<file path="src/design/hsv2rgb_pkg.sv">
// ----------------------------------------------------------------------------
// hsv2rgb_pkg
// Shared types and constants of the HSV to RGB converter.
// ----------------------------------------------------------------------------
package hsv2rgb_pkg;

   localparam int DEF_CHANNEL_BITS = 8;
   localparam int HUE_BITS         = 13;
   localparam int IN_BITS          = 8;
   localparam int OUT_BITS         = 8;
   localparam int DIST_BITS        = 10;
   localparam int HUE_SECTOR       = 960;
   // 960 = 15 << 6
   localparam int SECTOR_SHIFT     = 6;
   localparam int SECTOR_ODD       = 15;
   localparam int PIPE_STAGES      = 7;

   // named by the channel that ramps in the sector
   typedef enum logic [2:0] {
      SEC_GRN_UP,
      SEC_RED_DN,
      SEC_BLU_UP,
      SEC_GRN_DN,
      SEC_RED_UP,
      SEC_BLU_DN
   } sector_type;

   typedef struct packed {
      sector_type           sector;
      logic [DIST_BITS-1:0] ramp_dist;
      logic                 hue_err;
   } pix_ctl_type;

endpackage

</file>
<file path="src/design/hsv2rgb_sector.sv">
// ----------------------------------------------------------------------------
// hsv2rgb_sector
// First stage: clamps the channels, finds the hue sector and the ramp distance.
// ----------------------------------------------------------------------------
module hsv2rgb_sector #(
   parameter int CHANNEL_BITS = hsv2rgb_pkg::DEF_CHANNEL_BITS
) (
   input  logic                                  clock,
   input  logic                                  en,
   input  logic [hsv2rgb_pkg::HUE_BITS-1:0]      req_hue,
   input  logic [hsv2rgb_pkg::IN_BITS-1:0]       req_saturation,
   input  logic [hsv2rgb_pkg::IN_BITS-1:0]       req_brightness,
   output hsv2rgb_pkg::pix_ctl_type              ctl_ff,
   output logic [CHANNEL_BITS-1:0]               sat_ff,
   output logic [CHANNEL_BITS-1:0]               val_ff
);
   import hsv2rgb_pkg::*;

   localparam logic [CHANNEL_BITS-1:0] FULL = '1;
   localparam logic [HUE_BITS-1:0] H1 = HUE_BITS'(1 * HUE_SECTOR);
   localparam logic [HUE_BITS-1:0] H2 = HUE_BITS'(2 * HUE_SECTOR);
   localparam logic [HUE_BITS-1:0] H3 = HUE_BITS'(3 * HUE_SECTOR);
   localparam logic [HUE_BITS-1:0] H4 = HUE_BITS'(4 * HUE_SECTOR);
   localparam logic [HUE_BITS-1:0] H5 = HUE_BITS'(5 * HUE_SECTOR);
   localparam logic [HUE_BITS-1:0] H6 = HUE_BITS'(6 * HUE_SECTOR);

   pix_ctl_type             ctl_in;
   logic [CHANNEL_BITS-1:0] sat_in;
   logic [CHANNEL_BITS-1:0] val_in;

   always_comb begin
      // narrow channel widths saturate at full scale
      if (32'(req_saturation) > 32'(FULL)) begin
         sat_in = FULL;
      end else begin
         sat_in = CHANNEL_BITS'(req_saturation);
      end
      if (32'(req_brightness) > 32'(FULL)) begin
         val_in = FULL;
      end else begin
         val_in = CHANNEL_BITS'(req_brightness);
      end

      // boundary hue goes to the lower sector
      ctl_in.hue_err = 1'b0;
      if (req_hue <= H1) begin
         ctl_in.sector    = SEC_GRN_UP;
         ctl_in.ramp_dist = DIST_BITS'(req_hue);
      end else if (req_hue <= H2) begin
         ctl_in.sector    = SEC_RED_DN;
         ctl_in.ramp_dist = DIST_BITS'(H2 - req_hue);
      end else if (req_hue <= H3) begin
         ctl_in.sector    = SEC_BLU_UP;
         ctl_in.ramp_dist = DIST_BITS'(req_hue - H2);
      end else if (req_hue <= H4) begin
         ctl_in.sector    = SEC_GRN_DN;
         ctl_in.ramp_dist = DIST_BITS'(H4 - req_hue);
      end else if (req_hue <= H5) begin
         ctl_in.sector    = SEC_RED_UP;
         ctl_in.ramp_dist = DIST_BITS'(req_hue - H4);
      end else if (req_hue <= H6) begin
         ctl_in.sector    = SEC_BLU_DN;
         ctl_in.ramp_dist = DIST_BITS'(H6 - req_hue);
      end else begin
         ctl_in.sector    = SEC_GRN_UP;
         ctl_in.ramp_dist = '0;
         ctl_in.hue_err   = 1'b1;
      end
   end

   always_ff @(posedge clock) begin
      if (en) begin
         ctl_ff <= ctl_in;
         sat_ff <= sat_in;
         val_ff <= val_in;
      end
   end

endmodule

</file>
<file path="src/design/hsv2rgb_chroma.sv">
// ----------------------------------------------------------------------------
// hsv2rgb_chroma
// Three stages: sat * val, divide by full scale, min = val - chroma.
// ----------------------------------------------------------------------------
module hsv2rgb_chroma #(
   parameter int CHANNEL_BITS = hsv2rgb_pkg::DEF_CHANNEL_BITS
) (
   input  logic                     clock,
   input  logic [2:0]               en,
   input  hsv2rgb_pkg::pix_ctl_type ctl,
   input  logic [CHANNEL_BITS-1:0]  sat,
   input  logic [CHANNEL_BITS-1:0]  val,
   output hsv2rgb_pkg::pix_ctl_type ctl_ff,
   output logic [CHANNEL_BITS-1:0]  span_ff,
   output logic [CHANNEL_BITS-1:0]  min_ff,
   output logic [CHANNEL_BITS-1:0]  max_ff
);
   import hsv2rgb_pkg::*;

   localparam int W = CHANNEL_BITS;
   localparam logic [W-1:0] FULL = '1;

   // product stage
   logic [2*W-1:0] prod2_ff;
   logic [W-1:0]   val2_ff;
   pix_ctl_type    ctl2_ff;

   // estimate stage
   logic [2*W-1:0] prod3_ff;
   logic [W-1:0]   quo3_ff;
   logic [W-1:0]   val3_ff;
   pix_ctl_type    ctl3_ff;

   logic [2*W:0]   est_sum;
   logic [W-1:0]   quo3_in;
   logic [2*W-1:0] rem_full;
   logic [W:0]     rem;
   logic [W-1:0]   span_in;

   // x / (2^W - 1) ~ (x + x >> W) >> W, at most one short
   assign est_sum = (2*W+1)'(prod2_ff) + (2*W+1)'(prod2_ff >> W);
   assign quo3_in = est_sum[2*W-1:W];

   assign rem_full = prod3_ff + (2*W)'(quo3_ff) - {quo3_ff, {W{1'b0}}};
   assign rem      = rem_full[W:0];
   assign span_in  = quo3_ff + W'(rem >= (W+1)'(FULL));

   always_ff @(posedge clock) begin
      if (en[0]) begin
         prod2_ff <= (2*W)'(sat) * (2*W)'(val);
         val2_ff  <= val;
         ctl2_ff  <= ctl;
      end
      if (en[1]) begin
         prod3_ff <= prod2_ff;
         quo3_ff  <= quo3_in;
         val3_ff  <= val2_ff;
         ctl3_ff  <= ctl2_ff;
      end
      if (en[2]) begin
         span_ff <= span_in;
         min_ff  <= val3_ff - span_in;
         max_ff  <= val3_ff;
         ctl_ff  <= ctl3_ff;
      end
   end

endmodule

</file>
<file path="src/design/hsv2rgb_ramp.sv">
// ----------------------------------------------------------------------------
// hsv2rgb_ramp
// Three stages: span * dist, divide by 960, then pick the channels per sector.
// ----------------------------------------------------------------------------
module hsv2rgb_ramp #(
   parameter int CHANNEL_BITS = hsv2rgb_pkg::DEF_CHANNEL_BITS
) (
   input  logic                     clock,
   input  logic [2:0]               en,
   input  hsv2rgb_pkg::pix_ctl_type ctl,
   input  logic [CHANNEL_BITS-1:0]  span,
   input  logic [CHANNEL_BITS-1:0]  min_val,
   input  logic [CHANNEL_BITS-1:0]  max_val,
   output logic [CHANNEL_BITS-1:0]  red_ff,
   output logic [CHANNEL_BITS-1:0]  green_ff,
   output logic [CHANNEL_BITS-1:0]  blue_ff,
   output logic                     err_ff
);
   import hsv2rgb_pkg::*;

   localparam int W  = CHANNEL_BITS;
   localparam int YW = W + 4;
   localparam logic [W:0] RECIP = (W+1)'((1 << YW) / SECTOR_ODD);

   logic [W+DIST_BITS-1:0] mul5_ff;
   logic [W-1:0]           min5_ff;
   logic [W-1:0]           max5_ff;
   pix_ctl_type            ctl5_ff;

   logic [YW-1:0]          y6_ff;
   logic [YW+W:0]          rprod6_ff;
   logic [W-1:0]           min6_ff;
   logic [W-1:0]           max6_ff;
   pix_ctl_type            ctl6_ff;

   logic [YW-1:0]          y_in;
   logic [W-1:0]           quo0;
   logic [YW-1:0]          rem;
   logic [W-1:0]           ramp_val;
   logic [W-1:0]           red_in;
   logic [W-1:0]           green_in;
   logic [W-1:0]           blue_in;

   assign y_in = YW'(mul5_ff >> SECTOR_SHIFT);

   // floor reciprocal of 15 lands at most one short
   assign quo0     = rprod6_ff[YW +: W];
   assign rem      = y6_ff - ((YW'(quo0) << 4) - YW'(quo0));
   assign ramp_val = min6_ff + quo0 + W'(rem >= YW'(SECTOR_ODD));

   always_comb begin
      red_in   = max6_ff;
      green_in = min6_ff;
      blue_in  = min6_ff;
      case (ctl6_ff.sector)
         SEC_GRN_UP: begin
            red_in = max6_ff;  green_in = ramp_val; blue_in = min6_ff;
         end
         SEC_RED_DN: begin
            red_in = ramp_val; green_in = max6_ff;  blue_in = min6_ff;
         end
         SEC_BLU_UP: begin
            red_in = min6_ff;  green_in = max6_ff;  blue_in = ramp_val;
         end
         SEC_GRN_DN: begin
            red_in = min6_ff;  green_in = ramp_val; blue_in = max6_ff;
         end
         SEC_RED_UP: begin
            red_in = ramp_val; green_in = min6_ff;  blue_in = max6_ff;
         end
         SEC_BLU_DN: begin
            red_in = max6_ff;  green_in = min6_ff;  blue_in = ramp_val;
         end
         default: begin
            red_in = '0;       green_in = '0;       blue_in = '0;
         end
      endcase
      if (ctl6_ff.hue_err) begin
         red_in   = '0;
         green_in = '0;
         blue_in  = '0;
      end
   end

   always_ff @(posedge clock) begin
      if (en[0]) begin
         mul5_ff <= (W+DIST_BITS)'(span) * (W+DIST_BITS)'(ctl.ramp_dist);
         min5_ff <= min_val;
         max5_ff <= max_val;
         ctl5_ff <= ctl;
      end
      if (en[1]) begin
         y6_ff     <= y_in;
         rprod6_ff <= (YW+W+1)'(y_in) * (YW+W+1)'(RECIP);
         min6_ff   <= min5_ff;
         max6_ff   <= max5_ff;
         ctl6_ff   <= ctl5_ff;
      end
      if (en[2]) begin
         red_ff   <= red_in;
         green_ff <= green_in;
         blue_ff  <= blue_in;
         err_ff   <= ctl6_ff.hue_err;
      end
   end

endmodule

</file>
<file path="src/design/hsv_to_rgb_converter.sv">
// ----------------------------------------------------------------------------
// hsv_to_rgb_converter
// HSV to RGB pixel converter, seven-stage pipeline.
// ----------------------------------------------------------------------------
// Takes one pixel beat per clock while req_stall is low; its color shows up on
// the result ports from the last stage, where rsp_stall holds it. The pipeline
// has seven register stages (sector decode, saturation product, full-scale
// divide estimate, divide correction and min, span times distance, reciprocal
// multiply for the divide by 960, correction and sector select); each stage
// moves on when the stage after it is empty or moving, so a stall on the
// result side fills empty stages first and only then stalls the request side.
// A hue above 5760 returns black with rsp_hue_error set.
module hsv_to_rgb_converter #(
   parameter int CHANNEL_BITS = hsv2rgb_pkg::DEF_CHANNEL_BITS
) (
   input  logic                               clock,
   input  logic                               reset,
   input  logic                               req_valid,
   output logic                               req_stall,
   input  logic [hsv2rgb_pkg::HUE_BITS-1:0]   req_hue,
   input  logic [hsv2rgb_pkg::IN_BITS-1:0]    req_saturation,
   input  logic [hsv2rgb_pkg::IN_BITS-1:0]    req_brightness,
   output logic                               rsp_valid,
   input  logic                               rsp_stall,
   output logic [hsv2rgb_pkg::OUT_BITS-1:0]   rsp_red,
   output logic [hsv2rgb_pkg::OUT_BITS-1:0]   rsp_green,
   output logic [hsv2rgb_pkg::OUT_BITS-1:0]   rsp_blue,
   output logic                               rsp_hue_error
);
   import hsv2rgb_pkg::*;

   localparam int W = CHANNEL_BITS;

   logic [PIPE_STAGES-1:0] valid_ff;
   logic [PIPE_STAGES-1:0] valid_in;
   logic [PIPE_STAGES-1:0] en;

   pix_ctl_type  ctl1;
   logic [W-1:0] sat1;
   logic [W-1:0] val1;
   pix_ctl_type  ctl4;
   logic [W-1:0] span4;
   logic [W-1:0] min4;
   logic [W-1:0] max4;
   logic [W-1:0] red7;
   logic [W-1:0] green7;
   logic [W-1:0] blue7;
   logic         err7;

   always_comb begin
      en[PIPE_STAGES-1] = !valid_ff[PIPE_STAGES-1] || !rsp_stall;
      for (int i = PIPE_STAGES - 2; i >= 0; i--) begin
         en[i] = !valid_ff[i] || en[i+1];
      end
      valid_in[0] = en[0] ? req_valid : valid_ff[0];
      for (int i = 1; i < PIPE_STAGES; i++) begin
         valid_in[i] = en[i] ? valid_ff[i-1] : valid_ff[i];
      end
   end

   always_ff @(posedge clock) begin
      if (reset) begin
         valid_ff <= '0;
      end else begin
         valid_ff <= valid_in;
      end
   end

   hsv2rgb_sector #(.CHANNEL_BITS(CHANNEL_BITS)) u_sector (
      .clock          (clock),
      .en             (en[0]),
      .req_hue        (req_hue),
      .req_saturation (req_saturation),
      .req_brightness (req_brightness),
      .ctl_ff         (ctl1),
      .sat_ff         (sat1),
      .val_ff         (val1)
   );

   hsv2rgb_chroma #(.CHANNEL_BITS(CHANNEL_BITS)) u_chroma (
      .clock   (clock),
      .en      (en[3:1]),
      .ctl     (ctl1),
      .sat     (sat1),
      .val     (val1),
      .ctl_ff  (ctl4),
      .span_ff (span4),
      .min_ff  (min4),
      .max_ff  (max4)
   );

   hsv2rgb_ramp #(.CHANNEL_BITS(CHANNEL_BITS)) u_ramp (
      .clock    (clock),
      .en       (en[6:4]),
      .ctl      (ctl4),
      .span     (span4),
      .min_val  (min4),
      .max_val  (max4),
      .red_ff   (red7),
      .green_ff (green7),
      .blue_ff  (blue7),
      .err_ff   (err7)
   );

   assign req_stall     = !en[0];
   assign rsp_valid     = valid_ff[PIPE_STAGES-1];
   assign rsp_red       = OUT_BITS'(red7);
   assign rsp_green     = OUT_BITS'(green7);
   assign rsp_blue      = OUT_BITS'(blue7);
   assign rsp_hue_error = err7;

   // request side only backs up behind a stalled result
   a_no_spurious_stall: assert property (@(posedge clock) disable iff (reset)
      !rsp_stall |-> !req_stall)
      else $error("request stalled while result side is free");

   a_last_stage_advances: assert property (@(posedge clock) disable iff (reset)
      valid_ff[PIPE_STAGES-2] && !rsp_stall |=> rsp_valid)
      else $error("beat lost entering output stage");

   a_error_is_black: assert property (@(posedge clock) disable iff (reset)
      rsp_valid && rsp_hue_error |->
         (rsp_red == '0) && (rsp_green == '0) && (rsp_blue == '0))
      else $error("hue error beat carries color");

endmodule
</file>
<file path="config.mk">
export PLATFORM = sky130hd
export DESIGN_NAME = hsv_to_rgb_converter
export DESIGN_NICKNAME = d
export VERILOG_FILES = /design/src/design/hsv2rgb_pkg.sv /design/src/design/hsv2rgb_sector.sv /design/src/design/hsv2rgb_chroma.sv /design/src/design/hsv2rgb_ramp.sv /design/src/design/hsv_to_rgb_converter.sv
export SDC_FILE = /design/constraint.sdc
export NUM_CORES = 1
export LEC_CHECK = 0
export BUFFER_PORTS_ARGS = -buffer_cell sky130_fd_sc_hd__buf_4
export CORE_MARGIN = 2
export CORE_UTILIZATION = 32
export CTS_BUF_LIST = sky130_fd_sc_hd__clkbuf_8
export CTS_CLUSTER_DIAMETER = 30
export DETAILED_ROUTE_END_ITERATION = 16
export PLACE_DENSITY = 0.57
export REMOVE_ABC_BUFFERS = 1
export SYNTH_ARGS = -nofsm -noshare
export SYNTH_HDL_FRONTEND = slang
export SYNTH_SLANG_ARGS = --single-unit
</file>
<file path="constraint.sdc">
create_clock -name clock -period 8.2 [get_ports clock]
set_input_delay 0.41 -clock clock [delete_from_list [all_inputs] [get_ports clock]]
set_output_delay 0.41 -clock clock [all_outputs]
set_load 0.02 [all_outputs]
</file>
==> After elaboration in Yosys (flattened, before gate mapping) <==
Cells that the tools add are included.
W data, S select, Z words.
{ "totals": {"reg_bits": 267, "input_bits": 33, "out_inout_bits": 27, "elab_cells": 115} }
{ "classes": {"n_addsub": 14, "n_mul": 3, "n_lt_le_gt_ge": 8, "n_eq_ne": 5, "mux": 10, "reduce_logical": 29} }
{ "op_table": {"columns": ["operator", "count"], "rows": [
  ["$pmux W8 S3", 3],
  ["$sub A10 B10 Y10 const A", 3],
  ["$le A13 B12 Y1 const B", 2],
  ["$le A13 B13 Y1 const B", 2],
  ["$mux W13", 2],
  ["$mux W12", 2],
  ["$mul A12 B9 Y20 const B", 1],
  ["$reduce_or A2 Y1", 10],
  ["$sub A10 B10 Y10 const B", 2],
  ["$mul A8 B10 Y18", 1],
  ["$add A16 B8 Y16", 1],
  ["$add A8 B1 Y8", 2],
  ["$mul A8 B8 Y16", 1],
  ["$le A13 B10 Y1 const B", 1],
  ["$le A13 B11 Y1 const B", 1],
  ["$ge A12 B4 Y1 const B", 1],
  ["$sub A12 B12 Y12", 1],
  ["$sub A12 B8 Y12", 1],
  ["$mux W11", 1],
  ["$mux W10", 1],
  ["$add A9 B8 Y9", 1],
  ["$ge A9 B8 Y1 const B", 1],
  ["$logic_not A1 Y1", 9],
  ["$sub A9 B9 Y9", 1],
  ["10 further kinds", 18]
]} }

==> Logic depth before layout (Yosys ltp) <==
{ "depth": {"depth_word": 9, "depth_mapped": 21, "ltp_nobuf": 21} }

==> By module <==
A second synthesis with hierarchy kept.
{ "unflattened": {"cells_unflattened": 1463, "hier_area_um2": 16787.4} }
{ "modules_own_cells": {"columns": ["mod", "instances", "cells_each", "area_each_um2", "seq_area_each_um2"], "rows": [
  ["hsv2rgb_ramp", 1, 752, 8023.9, 2912.8],
  ["hsv2rgb_chroma", 1, 527, 6697.7, 3453.3],
  ["hsv2rgb_sector", 1, 152, 1769.2, 900.9],
  ["hsv_to_rgb_converter", 1, 32, 296.5, 140.1]
]} }

==> Least setup slack after synthesis <==
No wires, ideal clock.
{ "synth_path": {"kind": "register to register", "startpoint": "register u_chroma.span_ff[7]", "endpoint": "register u_ramp.mul5_ff[17], data pin", "setup_time_ps": 266, "arrival_time_ps": 4152, "required_ps": 7934, "setup_slack_ps": 3782, "path_stages_with_launch": 16, "n_path_buf": 1, "synth_period_minus_slack_ps": 4418, "path_cell_list": "edfxtp_1 clkbuf_1 and2_1 fa_1 inv_1 fa_1 fa_1 fa_1 inv_1 ha_1 a21oi_1 o211ai_1 a22oi_1 o21ai_0 o41ai_1 xnor2_1"} }
{ "synth_between": {"elab_chain_len": 1} }
{ "synth_rtl": {"columns": ["item", "line", "source"], "rows": [
  ["from (decl)", "hsv2rgb_chroma.sv:14", "output logic [CHANNEL_BITS-1:0] span_ff,"],
  ["from (signal assigned)", "hsv2rgb_chroma.sv:61", "span_ff <= span_in;"],
  ["$mul A8 B10 Y18", "hsv2rgb_ramp.sv:87", "mul5_ff <= (W+DIST_BITS)'(span) * (W+DIST_BITS)'(ctl.ramp_dist);"],
  ["to (signal assigned)", "hsv2rgb_ramp.sv:87", null],
  ["to (decl)", "hsv2rgb_ramp.sv:25", "logic [W+DIST_BITS-1:0] mul5_ff;"]
]} }
Every way passes these cells.
A chain may end at the register's enable or synchronous reset.

==> Final worst setup path <==
{ "layout_path": {"startpoint": "register u_sector.val_ff[3]", "endpoint": "register u_chroma.prod2_ff[12], data pin"} }
{ "layout_between": {"elab_chain_len": 1} }
{ "layout_rtl": {"columns": ["item", "line", "source"], "rows": [
  ["from (decl)", "hsv2rgb_sector.sv:15", "output logic [CHANNEL_BITS-1:0] val_ff"],
  ["from (signal assigned)", "hsv2rgb_sector.sv:75", "val_ff <= val_in;"],
  ["$mul A8 B8 Y16", "hsv2rgb_chroma.sv:50", "prod2_ff <= (2*W)'(sat) * (2*W)'(val);"],
  ["to (signal assigned)", "hsv2rgb_chroma.sv:50", null],
  ["to (decl)", "hsv2rgb_chroma.sv:24", "logic [2*W-1:0] prod2_ff;"]
]} }
Every way passes these cells.

==> flow_summary.yaml <==
run_status:
  status: "completed"
finish:
  fill_cells: 4936
  diodes: 0
  drive_above_1_share: 0.108
  fin_nets: 1840
  syn2layout_area_growth_pct: 15.6
worst_hold_path:
  hold_path.class: "input port to flop"
  hold_depth: 3
route:
  via_count: 10400
  wl_per_cell_um: 13.3
  routed_wl_mm: 30.0
  antenna_left: 0
  viasPerCell: 4.58
  dr.pass1.iters: 5
  drc: 0
  drt_iter0_drc: 456
sta:
  tns_ns: 0
  period_needed_ns: 4.88
  skew_ns: 0.0198
  max_freq_mhz: 205
  setup_viol: 0
  hold_viol_final: 0
  slew-limit-headroom: 0.310
  slew_violations: 0
  timing.final.ws_setup_ns: 3.32
  rsz0062_at_grt: "false"
  min_period_over_period: 0.595
  worst_slew_pin_slew_ns: 1.03
  hold_ws_ns: 0.0574
critical_path:
  cp_data_arrival_time_ns: 5.22
  worst_ep_required_time_ns: 8.54
  rr_worst_depth: 14
  crit_path_max_fanout: 9
  cp_slowest_cell: "a2111oi_0"
  slowest_delay_ns: 0.86
  crit_top_cell: "fa_1"
  critPathLaunchType: "flop"
  cp.depth: 14
  worstSetupPathType: "flop to flop"
  cp-end-kind: "flop"
  critPathTopFamily: "adder cells"
  path_buf_inv: 3
  path_cells: "and2_1, fa_1, fa_1, inv_1, fa_1, fa_1, inv_1, ha_1, inv_1, o21ai_0, a2111oi_0, o41ai_1, a21oi_1, xnor2_1"
pwr:
  p_int_uw: 5030
  combPwrFrac: 0.548
  p_per_area_nw_per_um2: 438
  power_frac_seq: 0.270
  leakage_uw: 0.00847
  irDropWorstVdd_uv: 213
  swShare: 0.399
  p_switching_uw: 3330
  p_clk_frac: 0.182
logic_synthesis:
  synth_edf_count: 242
  yosysSeqAreaShare: 0.449
  dominantRegCellSynth: "edfxtp_1"
  syn-instance-count: 1432
  synth.distinct_cells: 75
  ys_seq_elements: 249
  avgSynthCellArea_um2: 11.5
  ys_warn_count: 0
  async_reset_ff_frac: 0
  syn-cell-area_um2: 16500
global_route:
  track_usage: 0.118
  met3_usage: 0.0186
  grt_pass1_vias: 10900
  grt_max_degree: 41
  grtUsageMet1: 0.145
  grt_remaining_overflow: 0
  grt_util_met2: 0.211
  grt_pass1_wl_mm: 52.0
  antenna_found_initial: 0
  top_usage_layer: "met2"
die:
  fp.dieArea_um2: 53400
  rows: 83
  die_height_um: 231
  pin_count: 60
  start_util: 0.322
  core-area_um2: 51200
  die_w_um: 231
clock_tree:
  cts.sinks: 249
  clkLatencyLatePin_ns: 0.59
  cts_setup_buffers: 0
  clk_pin_slew_ns: 0.06
  cts.htree.levels: 2
  root_buffer: "clkbuf_8"
  numCtsBuffers: 53
  cts_tree: "built"
  cts_buffer_depth: 3
placement:
  numPortBuffers: 59
  place_ws_ns: 3.35
  dp_hpwl_mm: 23.2
  place.gp.congestion: 0.830
run:
  max_cap_viol_count: 0
## power groups by stage
stage / registers, µW / clock network, µW / logic [µW]
global placement: 2280 / 0 / 4510
CTS: 2270 / 1570 / 4660
global route: 2300 / 1640 / 5330
detailed placement: 2290 / 0 / 4610
finish: 2260 / 1520 / 4580
floorplan: 2240 / 0 / 3600
## area by class of cell
cell class | count | area, µm² | share of cell area
Tap cell | 680 | 851 | 0.0446
Timing Repair Buffer | 83 | 666 | 0.0349
Inverter | 213 | 800 | 0.0419
Clock inverter | 46 | 514 | 0.0269
Clock buffer | 54 | 743 | 0.0389
Sequential cell | 249 | 7410 | 0.388
Multi-Input combinational cell | 942 | 8100 | 0.425
## what timing repair did
| item | in CTS | in global routing |
|---|---|---|
| hold buffers | 17 | 0 |
| setup endpoints to repair | 0 | 0 |
| resized for setup | 0 | 0 |
| hold endpoints to repair | 23 | 0 |
## sequential cells by signal, summed over array words and instances (netlist names), 9 cells and up
register / cells
u_chroma.prod3_ff: 9
u_sector.ctl_ff: 14
u_chroma.ctl_ff: 14
u_chroma.ctl3_ff: 14
u_ramp.rprod6_ff: 12
u_chroma.ctl2_ff: 14
u_chroma.prod2_ff: 16
u_ramp.mul5_ff: 12
## cell families (layout without fill, tap and decap cells)
| kind of cell | count (synthesis) | count (layout) | share of synthesized area |
|---|---|---|---|
| simple gates | 388 | 388 | 0.119 |
| xor+xnor | 74 | 74 | 0.0393 |
| compound gates | 205 | 205 | 0.0826 |
| flops | 249 | 249 | 0.449 |
| fa+ha+maj | 265 | 265 | 0.243 |
| mux | 10 | 10 | 0.00682 |
| buf+inv | 241 | 396 | 0.0604 |
## worst paths after layout
path                           end                start  slack [ns]
max          u_chroma.prod2_ff[12]   u_sector.val_ff[3]        3.32
min                    valid_ff[6]            rsp_stall        0.06
max reg2reg  u_chroma.prod2_ff[12]   u_sector.val_ff[3]        3.32
min reg2reg    u_chroma.val3_ff[5]  u_chroma.val2_ff[5]        0.41
## tightest hold or removal path, stage by stage
cell,delay (ns)
buf_4,0.09
a21oi_1,0.05
nor2_1,0.07
## metal layers
| layer | part of all wire | up-vias | wire [µm] |
|---|---|---|---|
| met5 | 0 | - | 0 |
| met4 | 0.019 | 0 | 565 |
| met3 | 0.031 | 48 | 929 |
| met2 | 0.51 | 141 | 15400 |
| met1 | 0.44 | 4989 | 13200 |
| li1 | - | 5196 | - |
## through the flow
stage	util	std cells	total power (µW)	area (µm²)
2_1_floorplan	-	1404	5840	16300
3_3_place_gp	0.345	2150	6790	17700
3_5_place_dp	0.345	2150	6900	17700
4_1_cts	0.373	2267	8490	19100
5_1_grt	0.373	2267	9270	19100
6_report	0.373	2267	8360	19100
## cells in the mapped netlist, drive strengths merged (22+ instances only)
| cell | instances | area (µm²) |
|---|---|---|
| nor2 | 75 | 284 |
| clkbuf | 24 | 150 |
| and2 | 78 | 490 |
| ha | 172 | 2150 |
| nand3 | 26 | 130 |
| xor2 | 22 | 193 |
| inv | 213 | 800 |
| nor3 | 25 | 125 |
| fa | 93 | 1860 |
| nand2 | 109 | 409 |
| a21oi | 60 | 304 |
| xnor2 | 52 | 455 |
| o21ai | 42 | 214 |
| edfxtp | 242 | 7270 |
## cell usage in the layout (no fill, tap or decap), types with 7 or more instances in the layout
master / synthesis / routed
edfxtp_1: 242 / 242
inv_1: 213 / 220
ha_1: 172 / 172
nand2_1: 109 / 109
fa_1: 93 / 93
and2_1: 77 / 77
nor2_1: 74 / 74
buf_4: 0 / 66
a21oi_1: 59 / 59
clkbuf_8: 6 / 54
xnor2_1: 52 / 52
o21ai_0: 40 / 40
nand3_1: 26 / 25
nor3_1: 25 / 25
xor2_1: 22 / 22
nor2b_1: 18 / 18
dlygate4sd3_1: 0 / 17
a21o_1: 14 / 14
a211oi_1: 10 / 10
nand4_1: 10 / 10
bufinv_16: 0 / 10
mux2i_1: 9 / 9
a31oi_1: 9 / 9
or3_1: 9 / 9
nand2b_1: 8 / 8
o21a_1: 8 / 8
o31ai_1: 7 / 7
clkinv_2: 0 / 7
clkinv_1: 0 / 7
dfxtp_1: 7 / 7
(Power assumes the default switching activity.)
